--- src/srtr_pkg.sv ---
`default_nettype none

package srtr_pkg;

    // table geometry
    localparam int DEPTH = 16;
    localparam int ADDR_W = (DEPTH > 1) ? $clog2(DEPTH) : 1;

    // request and result field widths
    localparam int IDX_W = 4;
    localparam int VAL_W = 32;
    localparam int TDATA_W = ((IDX_W + VAL_W + 7) / 8) * 8;
    localparam int PAD_W = TDATA_W - IDX_W - VAL_W;

    // width wide enough to compare an index against the table depth
    localparam int RANGE_W = ((IDX_W > ADDR_W) ? IDX_W : ADDR_W) + 1;

    // request queue between front and back (power of two)
    localparam int QUEUE_DEPTH = 2;
    localparam int QPTR_W = (QUEUE_DEPTH > 1) ? $clog2(QUEUE_DEPTH) : 1;
    localparam int QCNT_W = $clog2(QUEUE_DEPTH + 1);

    localparam logic CMD_REPLACE = 1'b0;
    localparam logic CMD_READ    = 1'b1;

    localparam logic STATUS_OK    = 1'b0;
    localparam logic STATUS_RANGE = 1'b1;

    typedef struct packed {
        logic                    cmd;
        logic                    err;
        logic [IDX_W-1:0]        index;
        logic signed [VAL_W-1:0] value;
    } srtr_req_t;

endpackage

`default_nettype wire

--- src/srtr_front.sv ---
`default_nettype none

module srtr_front
    import srtr_pkg::*;
(
    input  wire logic                    clk,
    input  wire logic                    rst_n,
    input  wire logic                    in_valid,
    output logic                         in_ready,
    input  wire logic                    in_cmd,
    input  wire logic [IDX_W-1:0]        in_index,
    input  wire logic signed [VAL_W-1:0] in_value,
    output logic                         q_valid,
    input  wire logic                    q_pop,
    output srtr_req_t                    q_req
);

    srtr_req_t          q_mem [QUEUE_DEPTH];
    logic [QPTR_W-1:0]  wr_ptr_reg, wr_ptr_next;
    logic [QPTR_W-1:0]  rd_ptr_reg, rd_ptr_next;
    logic [QCNT_W-1:0]  count_reg, count_next;
    logic               push;
    logic               pop;
    srtr_req_t          new_req;

    assign in_ready = (count_reg != QCNT_W'(QUEUE_DEPTH));
    assign q_valid  = (count_reg != '0);
    assign q_req    = q_mem[rd_ptr_reg];

    assign push = in_valid && in_ready;
    assign pop  = q_pop && q_valid;

    // classify: flag indices past the end of the table
    always_comb
    begin
        new_req.cmd   = in_cmd;
        new_req.index = in_index;
        new_req.value = in_value;
        new_req.err   = (RANGE_W'(in_index) >= RANGE_W'(DEPTH));
    end

    always_comb
    begin
        wr_ptr_next = push ? wr_ptr_reg + 1'b1 : wr_ptr_reg;
        rd_ptr_next = pop ? rd_ptr_reg + 1'b1 : rd_ptr_reg;
        count_next  = count_reg;
        if (push && !pop)
        begin
            count_next = count_reg + 1'b1;
        end
        else if (pop && !push)
        begin
            count_next = count_reg - 1'b1;
        end
    end

    always_ff @(posedge clk)
    begin
        if (push)
        begin
            q_mem[wr_ptr_reg] <= new_req;
        end
    end

    always_ff @(posedge clk or negedge rst_n)
    begin
        if (!rst_n)
        begin
            wr_ptr_reg <= '0;
            rd_ptr_reg <= '0;
            count_reg  <= '0;
        end
        else
        begin
            wr_ptr_reg <= wr_ptr_next;
            rd_ptr_reg <= rd_ptr_next;
            count_reg  <= count_next;
        end
    end

endmodule

`default_nettype wire

--- src/srtr_back.sv ---
`default_nettype none

module srtr_back
    import srtr_pkg::*;
(
    input  wire logic                    clk,
    input  wire logic                    rst_n,
    input  wire logic                    q_valid,
    output logic                         q_pop,
    input  wire srtr_req_t               q_req,
    output logic                         out_valid,
    input  wire logic                    out_ready,
    output logic [IDX_W-1:0]             out_index,
    output logic signed [VAL_W-1:0]      out_value,
    output logic                         out_status
);

    typedef enum logic [3:0] {
        ST_IDLE  = 4'b0001,
        ST_LOAD  = 4'b0010,
        ST_CMP   = 4'b0100,
        ST_FINAL = 4'b1000
    } back_state_t;

    localparam logic [ADDR_W-1:0] LAST_ADDR = ADDR_W'(DEPTH - 1);

    back_state_t               state_reg, state_next;
    logic                      cmd_reg, cmd_next;
    logic                      up_reg, up_next;
    logic [ADDR_W-1:0]         p_reg, p_next;
    logic signed [VAL_W-1:0]   val_reg, val_next;

    logic signed [VAL_W-1:0]   mem [DEPTH];
    logic [DEPTH-1:0]          entry_valid_reg;
    logic signed [VAL_W-1:0]   rd_data_reg;

    logic                      rd_en;
    logic [ADDR_W-1:0]         rd_addr;
    logic                      wr_en;
    logic [ADDR_W-1:0]         wr_addr;
    logic signed [VAL_W-1:0]   wr_data;

    logic                      out_valid_reg, out_valid_next;
    logic [IDX_W-1:0]          out_index_reg;
    logic signed [VAL_W-1:0]   out_value_reg;
    logic                      out_status_reg;

    logic                      out_load;
    logic [IDX_W-1:0]          res_index;
    logic signed [VAL_W-1:0]   res_value;
    logic                      res_status;

    logic                      up_now;
    logic [ADDR_W-1:0]         q_addr;
    logic                      swap;
    logic                      more;

    assign out_valid  = out_valid_reg;
    assign out_index  = out_index_reg;
    assign out_value  = out_value_reg;
    assign out_status = out_status_reg;

    always_comb
    begin
        state_next = state_reg;
        cmd_next   = cmd_reg;
        up_next    = up_reg;
        p_next     = p_reg;
        val_next   = val_reg;
        q_pop      = 1'b0;
        rd_en      = 1'b0;
        rd_addr    = p_reg;
        wr_en      = 1'b0;
        wr_addr    = p_reg;
        wr_data    = val_reg;
        out_load   = 1'b0;
        res_index  = IDX_W'(p_reg);
        res_value  = '0;
        res_status = STATUS_OK;
        up_now     = (val_reg > rd_data_reg);
        q_addr     = up_reg ? p_reg + 1'b1 : p_reg - 1'b1;
        swap       = up_reg ? (val_reg > rd_data_reg) : (rd_data_reg > val_reg);
        more       = up_reg ? (q_addr != LAST_ADDR) : (q_addr != '0);

        unique case (state_reg)
            ST_IDLE:
            begin
                if (q_valid && !out_valid_reg)
                begin
                    q_pop    = 1'b1;
                    cmd_next = q_req.cmd;
                    p_next   = ADDR_W'(q_req.index);
                    val_next = q_req.value;
                    if (q_req.err)
                    begin
                        out_load   = 1'b1;
                        res_index  = q_req.index;
                        res_status = STATUS_RANGE;
                    end
                    else
                    begin
                        rd_en      = 1'b1;
                        rd_addr    = ADDR_W'(q_req.index);
                        state_next = ST_LOAD;
                    end
                end
            end
            ST_LOAD:
            begin
                // old entry is in rd_data_reg
                if (cmd_reg == CMD_READ)
                begin
                    out_load   = 1'b1;
                    res_value  = rd_data_reg;
                    state_next = ST_IDLE;
                end
                else
                begin
                    up_next = up_now;
                    if (up_now && (p_reg != LAST_ADDR))
                    begin
                        rd_en      = 1'b1;
                        rd_addr    = p_reg + 1'b1;
                        state_next = ST_CMP;
                    end
                    else if (!up_now && (p_reg != '0))
                    begin
                        rd_en      = 1'b1;
                        rd_addr    = p_reg - 1'b1;
                        state_next = ST_CMP;
                    end
                    else
                    begin
                        wr_en      = 1'b1;
                        out_load   = 1'b1;
                        state_next = ST_IDLE;
                    end
                end
            end
            ST_CMP:
            begin
                // neighbour at q_addr is in rd_data_reg
                if (swap)
                begin
                    wr_en   = 1'b1;
                    wr_data = rd_data_reg;
                    p_next  = q_addr;
                    if (more)
                    begin
                        rd_en   = 1'b1;
                        rd_addr = up_reg ? q_addr + 1'b1 : q_addr - 1'b1;
                    end
                    else
                    begin
                        state_next = ST_FINAL;
                    end
                end
                else
                begin
                    wr_en      = 1'b1;
                    out_load   = 1'b1;
                    state_next = ST_IDLE;
                end
            end
            ST_FINAL:
            begin
                // moved to an end of the table
                wr_en      = 1'b1;
                out_load   = 1'b1;
                state_next = ST_IDLE;
            end
            default:
            begin
                state_next = ST_IDLE;
            end
        endcase

        out_valid_next = out_load ? 1'b1 : (out_ready ? 1'b0 : out_valid_reg);
    end

    // table memory: one write and one registered read per cycle
    always_ff @(posedge clk)
    begin
        if (wr_en)
        begin
            mem[wr_addr] <= wr_data;
        end
        if (rd_en)
        begin
            rd_data_reg <= entry_valid_reg[rd_addr] ? mem[rd_addr] : '0;
        end
    end

    // unwritten entries read as zero after reset
    always_ff @(posedge clk or negedge rst_n)
    begin
        if (!rst_n)
        begin
            entry_valid_reg <= '0;
        end
        else if (wr_en)
        begin
            entry_valid_reg[wr_addr] <= 1'b1;
        end
    end

    always_ff @(posedge clk)
    begin
        cmd_reg <= cmd_next;
        up_reg  <= up_next;
        p_reg   <= p_next;
        val_reg <= val_next;
        if (out_load)
        begin
            out_index_reg  <= res_index;
            out_value_reg  <= res_value;
            out_status_reg <= res_status;
        end
    end

    always_ff @(posedge clk or negedge rst_n)
    begin
        if (!rst_n)
        begin
            state_reg     <= ST_IDLE;
            out_valid_reg <= 1'b0;
        end
        else
        begin
            state_reg     <= state_next;
            out_valid_reg <= out_valid_next;
        end
    end

endmodule

`default_nettype wire

--- src/sorted_table_replace_reposition_unit.sv ---
// an out-of-range request is answered from the back end idle state, a read after the table
// read, a replace after reading the old entry, one compare-and-swap step per neighbour until
// the order holds or an end is reached, and a final write. the back end holds one request at
// a time and takes the next only once the result register has emptied, the table memory
// stepping one neighbour per cycle; the request queue keeps taking requests while it has room.
// reset clears control state and the entry valid bits, so the table reads as all zeros
`default_nettype none

module sorted_table_replace_reposition_unit
    import srtr_pkg::*;
(
    input  wire logic               clk,
    input  wire logic               rst_n,
    input  wire logic               s_axis_tvalid,
    output logic                    s_axis_tready,
    input  wire logic [TDATA_W-1:0] s_axis_tdata,   // index, value, zero pad
    input  wire logic               s_axis_tuser,   // cmd
    output logic                    m_axis_tvalid,
    input  wire logic               m_axis_tready,
    output logic [TDATA_W-1:0]      m_axis_tdata,   // final_index, read_value, zero pad
    output logic                    m_axis_tuser    // status
);

    // front to back request queue
    logic                    q_valid;
    logic                    q_pop;
    srtr_req_t               q_req;

    // unpacked request fields
    logic [IDX_W-1:0]        in_index;
    logic signed [VAL_W-1:0] in_value;

    // result fields from the back end output register
    logic [IDX_W-1:0]        out_index;
    logic signed [VAL_W-1:0] out_value;

    assign in_index = s_axis_tdata[IDX_W-1:0];
    assign in_value = s_axis_tdata[IDX_W+VAL_W-1:IDX_W];

    // front end: accepts requests, flags bad indices, queues them
    srtr_front u_front (
        .clk      (clk),
        .rst_n    (rst_n),
        .in_valid (s_axis_tvalid),
        .in_ready (s_axis_tready),
        .in_cmd   (s_axis_tuser),
        .in_index (in_index),
        .in_value (in_value),
        .q_valid  (q_valid),
        .q_pop    (q_pop),
        .q_req    (q_req)
    );

    // back end: table memory, reposition sequencer and result register
    srtr_back u_back (
        .clk        (clk),
        .rst_n      (rst_n),
        .q_valid    (q_valid),
        .q_pop      (q_pop),
        .q_req      (q_req),
        .out_valid  (m_axis_tvalid),
        .out_ready  (m_axis_tready),
        .out_index  (out_index),
        .out_value  (out_value),
        .out_status (m_axis_tuser)
    );

    // pack result: index in the low bits, value above, zero pad on top
    assign m_axis_tdata = {{PAD_W{1'b0}}, out_value, out_index};

endmodule

`default_nettype wire
--- config.mk ---
export PLATFORM = sky130hd
export DESIGN_NAME = sorted_table_replace_reposition_unit
export DESIGN_NICKNAME = d
export VERILOG_FILES = /design/src/srtr_pkg.sv /design/src/srtr_front.sv /design/src/srtr_back.sv /design/src/sorted_table_replace_reposition_unit.sv
export SDC_FILE = /design/constraint.sdc
export NUM_CORES = 1
export LEC_CHECK = 0
export ABC_AREA = 1
export BUFFER_PORTS_ARGS = -buffer_cell sky130_fd_sc_hd__buf_2
export CAP_MARGIN = 20
export CORE_ASPECT_RATIO = 1.25
export CORE_MARGIN = 2
export CORE_UTILIZATION = 32
export CTS_CLUSTER_DIAMETER = 50
export DETAILED_ROUTE_END_ITERATION = 10
export GPL_TIMING_DRIVEN = 0
export PLACE_DENSITY = 0.44
export RECOVER_POWER = 100
export REMOVE_ABC_BUFFERS = 1
export SLEW_MARGIN = 15
export SYNTH_ARGS = -nofsm -noshare
export SYNTH_HDL_FRONTEND = slang
export SYNTH_SLANG_ARGS = --single-unit
--- constraint.sdc ---
create_clock -name clk -period 6 [get_ports clk]
set_clock_uncertainty 0.1 [all_clocks]
set_input_delay 0.6 -clock clk [delete_from_list [all_inputs] [get_ports clk]]
set_output_delay 0.6 -clock clk [all_outputs]
set_load 0.05 [all_outputs]
# --- After elaboration in Yosys (flattened, before gate mapping) ---
# Memory sizes are Yosys's and may differ from the RTL's. A register that Yosys moved wholly into a read port is not among the register bits.
# Index checks and enable logic that the tools add are counted.
totals:
  ff_bits: 100
  latch_bits: 0
  ram_bits: 586
  romBits: 0
  inputBits: 45
  output_inout_bits: 43
  n_memories: 2
op_classes:
  add_sub_neg: 8
  n_mul: 0
  div_mod_pow: 0
  order_cmp: 5
  eq_ne: 11
  shift: 0
  n_mux: 59
  bitwise_logic: 2
  reduce_logical: 25
mem_list:
  columns: ["memory", "words", "word_bits", "read_ports", "rd_ports_with_merged_regs", "write_ports", "line", "source"]
  rows:
  - ["u_back.mem", 16, 32, 1, 1, 1, "srtr_back.sv:33", "logic signed [VAL_W-1:0] mem [DEPTH];"]
  - ["u_front.q_mem", 2, 37, 1, 0, 1, "srtr_front.sv:18", "srtr_req_t q_mem [QUEUE_DEPTH];"]
op_table:
  columns: ["cell", "n"]
  rows:
  - ["2-to-1 mux 4 bit", 20]
  - ["> comparator 32 bit", 2]
  - ["2-to-1 mux 32 bit", 2]
  - ["2-to-1 mux 1 bit", 26]
  - ["one-hot mux 4 bit (3 select lines)", 2]
  - ["bitwise OR 16 bit", 1]
  - ["< comparator 4 x 5 -> 1 bit, second input constant", 2]
  - ["adder 4 x 1 -> 4 bit, second input constant", 2]
  - ["logical AND 1 bit", 8]
  - ["inequality test 4 bit, second input constant", 2]
  - ["one-hot mux 4 bit (2 select lines)", 1]
  - ["nonzero test 2 bit", 4]
  - ["nonzero test 4 bit", 2]
  - ["subtractor 4 x 1 -> 4 bit, second input constant", 2]
  - ["AND reduction 2 bit", 3]
  - ["AND reduction 3 bit", 2]
  - ["logical NOT 1 bit", 5]
  - ["binary-select mux 1 bit (select 4 bit)", 1]
  - ["demux 1 bit (select 4 bit)", 1]
  - ["== test 4 x 1 -> 1 bit, second input constant", 1]
  - ["== test 4 x 2 -> 1 bit, second input constant", 1]
  - ["== test 4 x 3 -> 1 bit, second input constant", 1]
  - ["== test 4 bit, second input constant", 1]
  - ["greater-or-equal comparator 4 x 1 -> 1 bit, second input constant", 1]
  - ["13 further kinds", 17]

# --- Longest topological paths before layout ---
depth:
  ltp_word: 10
  ltp_mapped: 31
  depth_no_buf: 29

# --- Hierarchy ---
# From an unflattened synthesis, not the netlist that was laid out.
unflattened:
  hier_cells: 3000
  hier_area_um2: 31858.1
modules_own_cells:
  columns: ["module", "n_inst", "cells_each", "area_per_inst_um2", "seq_area_each_um2"]
  rows:
  - ["srtr_back", 1, 2771, 28886.5, 19114.6]
  - ["srtr_front", 1, 224, 2937.8, 2322.2]
  - ["sorted_table_replace_reposition_unit", 1, 5, 33.8, 0.0]

# --- Worst setup path after synthesis ---
# Ideal clock, no wire load.
synth_path:
  path_type: "register to register"
  from: "register u_back.rd_data_reg[31], read port of u_back.mem"
  to: "memory u_back.mem[10][0] (enable)"
  t_arrival_ps: 3283
  path_slack_ps: 2196
  stages_incl_launch_ff: 16
  period_less_slack_ps: 3804
  cell_sequence: "edfxtp_1 > ha_1 > nand2_1 > inv_1 > nor2_1 > o21a_1 > nand2_1 > a21oi_2 > nand2_1 > nand2_2 > nand2_4 > nand2_2 > nand3_1 > nand2_1 > nand2_1 > nor2_1"
synth_via:
  elab_chain_cells: 9
synth_lines:
  columns: ["item", "line", "source"]
  rows:
  - ["from (decl)", "srtr_back.sv:35", "logic signed [VAL_W-1:0] rd_data_reg;"]
  - ["> comparator 32 bit (*)", "srtr_back.sv:80", "up_now = (val_reg > rd_data_reg);"]
  - ["named net u_back.up_now", "srtr_back.sv:53", "logic up_now;"]
  - ["logical NOT 1 bit", "srtr_back.sv:126", "else if (!up_now && (p_reg != '0))"]
  - ["logical AND 1 bit", "srtr_back.sv:126", null]
  - ["2-to-1 mux 1 bit", "srtr_back.sv:126", null]
  - ["2-to-1 mux 1 bit (*)", "srtr_back.sv:120", "if (up_now && (p_reg != LAST_ADDR))"]
  - ["2-to-1 mux 1 bit (*)", "srtr_back.sv:111", "if (cmd_reg == CMD_READ)"]
  - ["one-hot mux 1 bit (2 select lines) (*)", "srtr_back.sv:85", "unique case (state_reg)"]
  - ["2-to-1 mux 1 bit (*)", "srtr_back.sv:184", "if (wr_en)"]
  - ["2-to-1 mux 1 bit (not written as such) (*)", "srtr_back.sv:186", "mem[wr_addr] <= wr_data;"]
  - ["to (decl)", "srtr_back.sv:33", null]
# The timed path passes the listed nets; every way through them passes the cells marked *.

# --- Final worst setup path ---
layout_path:
  from: "register u_back.rd_data_reg[31], read port of u_back.mem"
  to: "register u_back.rd_data_reg[27], read port of u_back.mem, data pin"
layout_via:
  elab_chain_cells: 10
layout_lines:
  columns: ["item", "line", "source"]
  rows:
  - ["> comparator 32 bit", "srtr_back.sv:80, srtr_back.sv:82", null]
  - ["logical NOT 1 bit", "srtr_back.sv:126", null]
  - ["logical AND 1 bit", "srtr_back.sv:126", null]
  - ["2-to-1 mux 4 bit", "srtr_back.sv:126", null]
  - ["2-to-1 mux 4 bit", "srtr_back.sv:120", null]
  - ["2-to-1 mux 4 bit", "srtr_back.sv:111", null]
  - ["one-hot mux 4 bit (3 select lines)", "srtr_back.sv:85", null]
  - ["binary-select mux 1 bit (select 4 bit)", "srtr_back.sv:190", "rd_data_reg <= entry_valid_reg[rd_addr] ? mem[rd_addr] : '0;"]
  - ["2-to-1 mux 1 bit (not written as such)", "srtr_back.sv:190", null]
  - ["logical NOT 1 bit (no line)", null, null]
# Parallel ways exist; a longest one is shown, timed or not. The select of a mux whose other input is x is not followed.
# A chain may end at the register's enable or synchronous reset.

==> summary.md <==
| Metric | Value |
|---|---|
| Status | `complete, but fails checks` |
| Failing checks | `max-capacitance violations, max-slew violations` |
| Register area share after synthesis | `67.5%` |
| Worst R2R Path Depth | `25` |
| P&R area growth vs syn | `16.9%` |
| Input/output buffers | `78` |
| DR iter-0 viols | `2079` |
| Critical path start-end classification | `flip-flop to flip-flop` |
| Async SR Flop Fraction | `3.49%` |
| Worst path top cell family by delay | `simple AND/OR/NAND/NOR gates` |
| Crit-path max FO | `58` |
| EDFF count, synth | `692` |
| DR vias | `21700` |
| Die ar. | `0.102 mm^2` |
| Fraction of layout instances using a drive strength above 1 | `7.31%` |
| Max clock buf depth | `3` |
| Max cap viols | `19` |
| Commonest cells after routing, fill and taps aside | `742 x nand2_1, 692 x edfxtp_1, 625 x nand3_1` |
| Final wirelength | `97800 um` |
| Post-synthesis cell count | `a little under 3000` |
| Reg2reg start | `u_back.rd_data_reg[31]$_SDFFCE_PN0P_` |
| Synth Flop Type | `edfxtp_1` |
| Final Max Slew Viols | `320` |
| Critical Path Sink Type | `flip-flop` |
| Most flops, register | `u_back.mem` |
| Final critical-path share of the clock period | `95.4%` |
| CTS sink count | `just over 700` |
| Endpoints failing hold | `0` |
| Hold Path Depth | `1` |
| Initial Util | `32.2%` |
| Post-route DRC | `0` |
| GR Util met1 | `roughly a quarter` |
| Post-Syn Area | `about 0.032 mm^2` |
| Yosys top cell area share | `65.5%` |
| Vias in the first global route | `21200` |
| WL per Instance | `21.9 um` |
| Final critical-path required period | `5720 ps` |
| CTS tree | `done` |
| Global route total overflow | `0` |
| Commonest non-fill, non-tap cell in the layout | `nand2_1` |
| Chip Width | `286 um` |
| Worst min path class | `input port to flip-flop` |
| Worst slew margin | `-60.0%` |
| WP data required | `6310 ps` |
| DRT Pass-1 Iters | `5` |
| CP Launch Type | `flip-flop` |
| Post-Syn Area per Cell | `between 10 and 15 um^2` |
| Postcts setup bufs | `0` |
| # IOs | `88` |
| First-pass GRT wire length | `139000 um` |
| Worst EP arrival | `6030 ps` |
| WHS | `33.5 ps` |
| Worst Tran Pin Value | `between 2000 and 2500 ps` |
| Core Area | `0.0986 mm^2` |
| DP Wirelength | `approximately 57000 um` |
| HP Start | `s_axis_tdata[3]` |
| F_max | `0.175 GHz` |
| Top Usage Layer GRT | `met2` |
| CP peak stage delay | `430 ps` |
| Hold endpoint | `u_front.q_mem[0][35]$_DFFE_PP_` |
| Clk Latency, worst-skew pair | `between 600 and 700 ps` |
| Antenna violations before repair | `2` |
| FF-to-FF setup slack | `280 ps` |
| Vias/cell | `4.86` |
| Antenna diode count | `0` |
| Clk slew on worst S/H paths | `roughly 60 ps` |
| # H-tree levels | `3` |
| CTS Root Cell | `clkbuf_16` |
| M3 GR Usage | `~2.4%` |
| Synthesis Warnings | `0` |
| Critical path buffers and inverters | `5` |
| Met2 Track Usage GR | `30.6%` |
| Synth area leader | `edfxtp_1` |
| Tot GR Track Use | `about 18%` |
| Largest net degree at the start of global routing | `around 110` |
| Yosys cell types | `39` |
| Largest regs | `u_back.mem: 512 flops, u_front.q_mem: 74 flops` |
| FF-to-FF End | `u_back.rd_data_reg[27]$_SDFFCE_PN0P_` |
| RePlAce Congestion | `between 0.7 and 0.8` |
| Row count | `between 100 and 150` |
| Synthesized flop and latch total | `717` |
| CTS buffer count | `90` |
| CP max-delay cell | `ha_1` |
| Crit-path most repeated cell | `nand2_1` |
| Number of flip-flops in the largest register | `512` |
| Nets@finish | `3167` |
| Area contributors post-synth | `edfxtp_1 66%, nand3_1 9.9%, nand2_1 8.8%, inv_1 5.3%, dfrtp_1 1.9%` |
| Die height | `between 300 and 400 um` |
| Final setup fails | `0` |
| Post-DRT Antenna Nets | `0` |
worst max path at each step:
stage                                               from                                    to  slack (ps)  depth (start not counted)
floorplan                u_back.state_reg[1]$_DFFE_PN0P_   u_back.rd_data_reg[0]$_SDFFCE_PN0P_       -5120                         15
global placement         u_back.state_reg[1]$_DFFE_PN0P_  u_back.rd_data_reg[11]$_SDFFCE_PN0P_      -16610                         15
detailed placement  u_back.rd_data_reg[31]$_SDFFCE_PN0P_  u_back.rd_data_reg[27]$_SDFFCE_PN0P_        -390                         24
CTS                 u_back.rd_data_reg[31]$_SDFFCE_PN0P_  u_back.rd_data_reg[27]$_SDFFCE_PN0P_          50                         25
global route              u_front.rd_ptr_reg$_DFFE_PN0P_  u_back.rd_data_reg[27]$_SDFFCE_PN0P_         -10                         18
finish              u_back.rd_data_reg[31]$_SDFFCE_PN0P_  u_back.rd_data_reg[27]$_SDFFCE_PN0P_         280                         25
cells by family after synthesis:
| kind of cell | count (synthesis) | synth area share [%] |
|---|---|---|
| other cells | 1 | 0.0118 |
| xor+xnor | 7 | 0.193 |
| simple gates | 1512 | 21.0 |
| compound gates | 90 | 1.54 |
| flops | 717 | 67.5 |
| fa+ha+maj | 37 | 1.46 |
| buf+inv | 615 | 8.27 |
synthesized netlist by cell type, types with 12 or more instances:
cell,instances
buf_6,20
edfxtp_1,692
clkbuf_1,39
nand3_1,627
nor2_1,82
buf_4,19
inv_1,444
buf_1,12
nand3b_1,33
nand2_1,742
buf_2,75
o21ai_0,61
a21oi_1,12
dfrtp_1,24
ha_1,37
cell type report:
type	count	area [um^2]
Timing Repair Buffer	171	1510
Tap cell	1310	1640
Multi-Input combinational cell	1655	7860
Inverter	450	1700
Clock inverter	58	653
Sequential cell	717	21400
Fill cell	9592	61500
Clock buffer	109	2320
worst register-to-register path: stages (launching register included):
cell and delay (ps):
edfxtp_1 400, ha_1 430, nand2_1 110, inv_1 50, nor2_2 270, o21a_1 180
nand2_1 60, a21oi_2 280, nand2_1 120, nand2_1 170, nand3_1 140, nand3_1 150
nand2_1 80, nand2_2 280, nand2_8 240, buf_16 330, nand2_8 290, buf_12 310
buf_16 350, nand2_1 130, nand3_1 80, nand3_1 120, nand3_2 290, nand2_8 250
nand2_1 220, inv_1 60
per-stage QoR:
| stage | setup TNS (ps) | util, % | instance area [um^2] | worst slack [ps] | std cells |
|---|---|---|---|---|---|
| after CTS | 0 | 38.4 | 37900 | 45.8 | 4463 |
| after detailed placement | -10130 | 35.2 | 34700 | -390 | 4276 |
| final | 0 | 37.6 | 37100 | 279 | 4470 |
| after global placement | -1595940 | 33.3 | 32800 | -16610 | 4206 |
| after global routing | -16.7 | 37.6 | 37100 | -12.6 | 4470 |
| after floorplan | -163750 | - | 30800 | -5120 | 2818 |
per-layer routing:
metal  part of all wire [%]  wire length, um
met5                      0                0
met4                    2.2             2120
met3                    5.2             5120
met2                     48            46800
met1                     45            43800
what timing repair did:
| action | in CTS | in global routing |
|---|---|---|
| setup endpoints to repair | 32 | 32 |
| hold buffers | 19 | 0 |
| gates resized for setup | 2 | 5 |
| hold endpoints to repair | 58 | 0 |
| cloned | 1 | 6 |
| pin swaps | 2 | 1 |
Power is left out: the tool's default activity adds up to more than one toggle a clock period on the data nets, which glitch-free logic cannot reach.
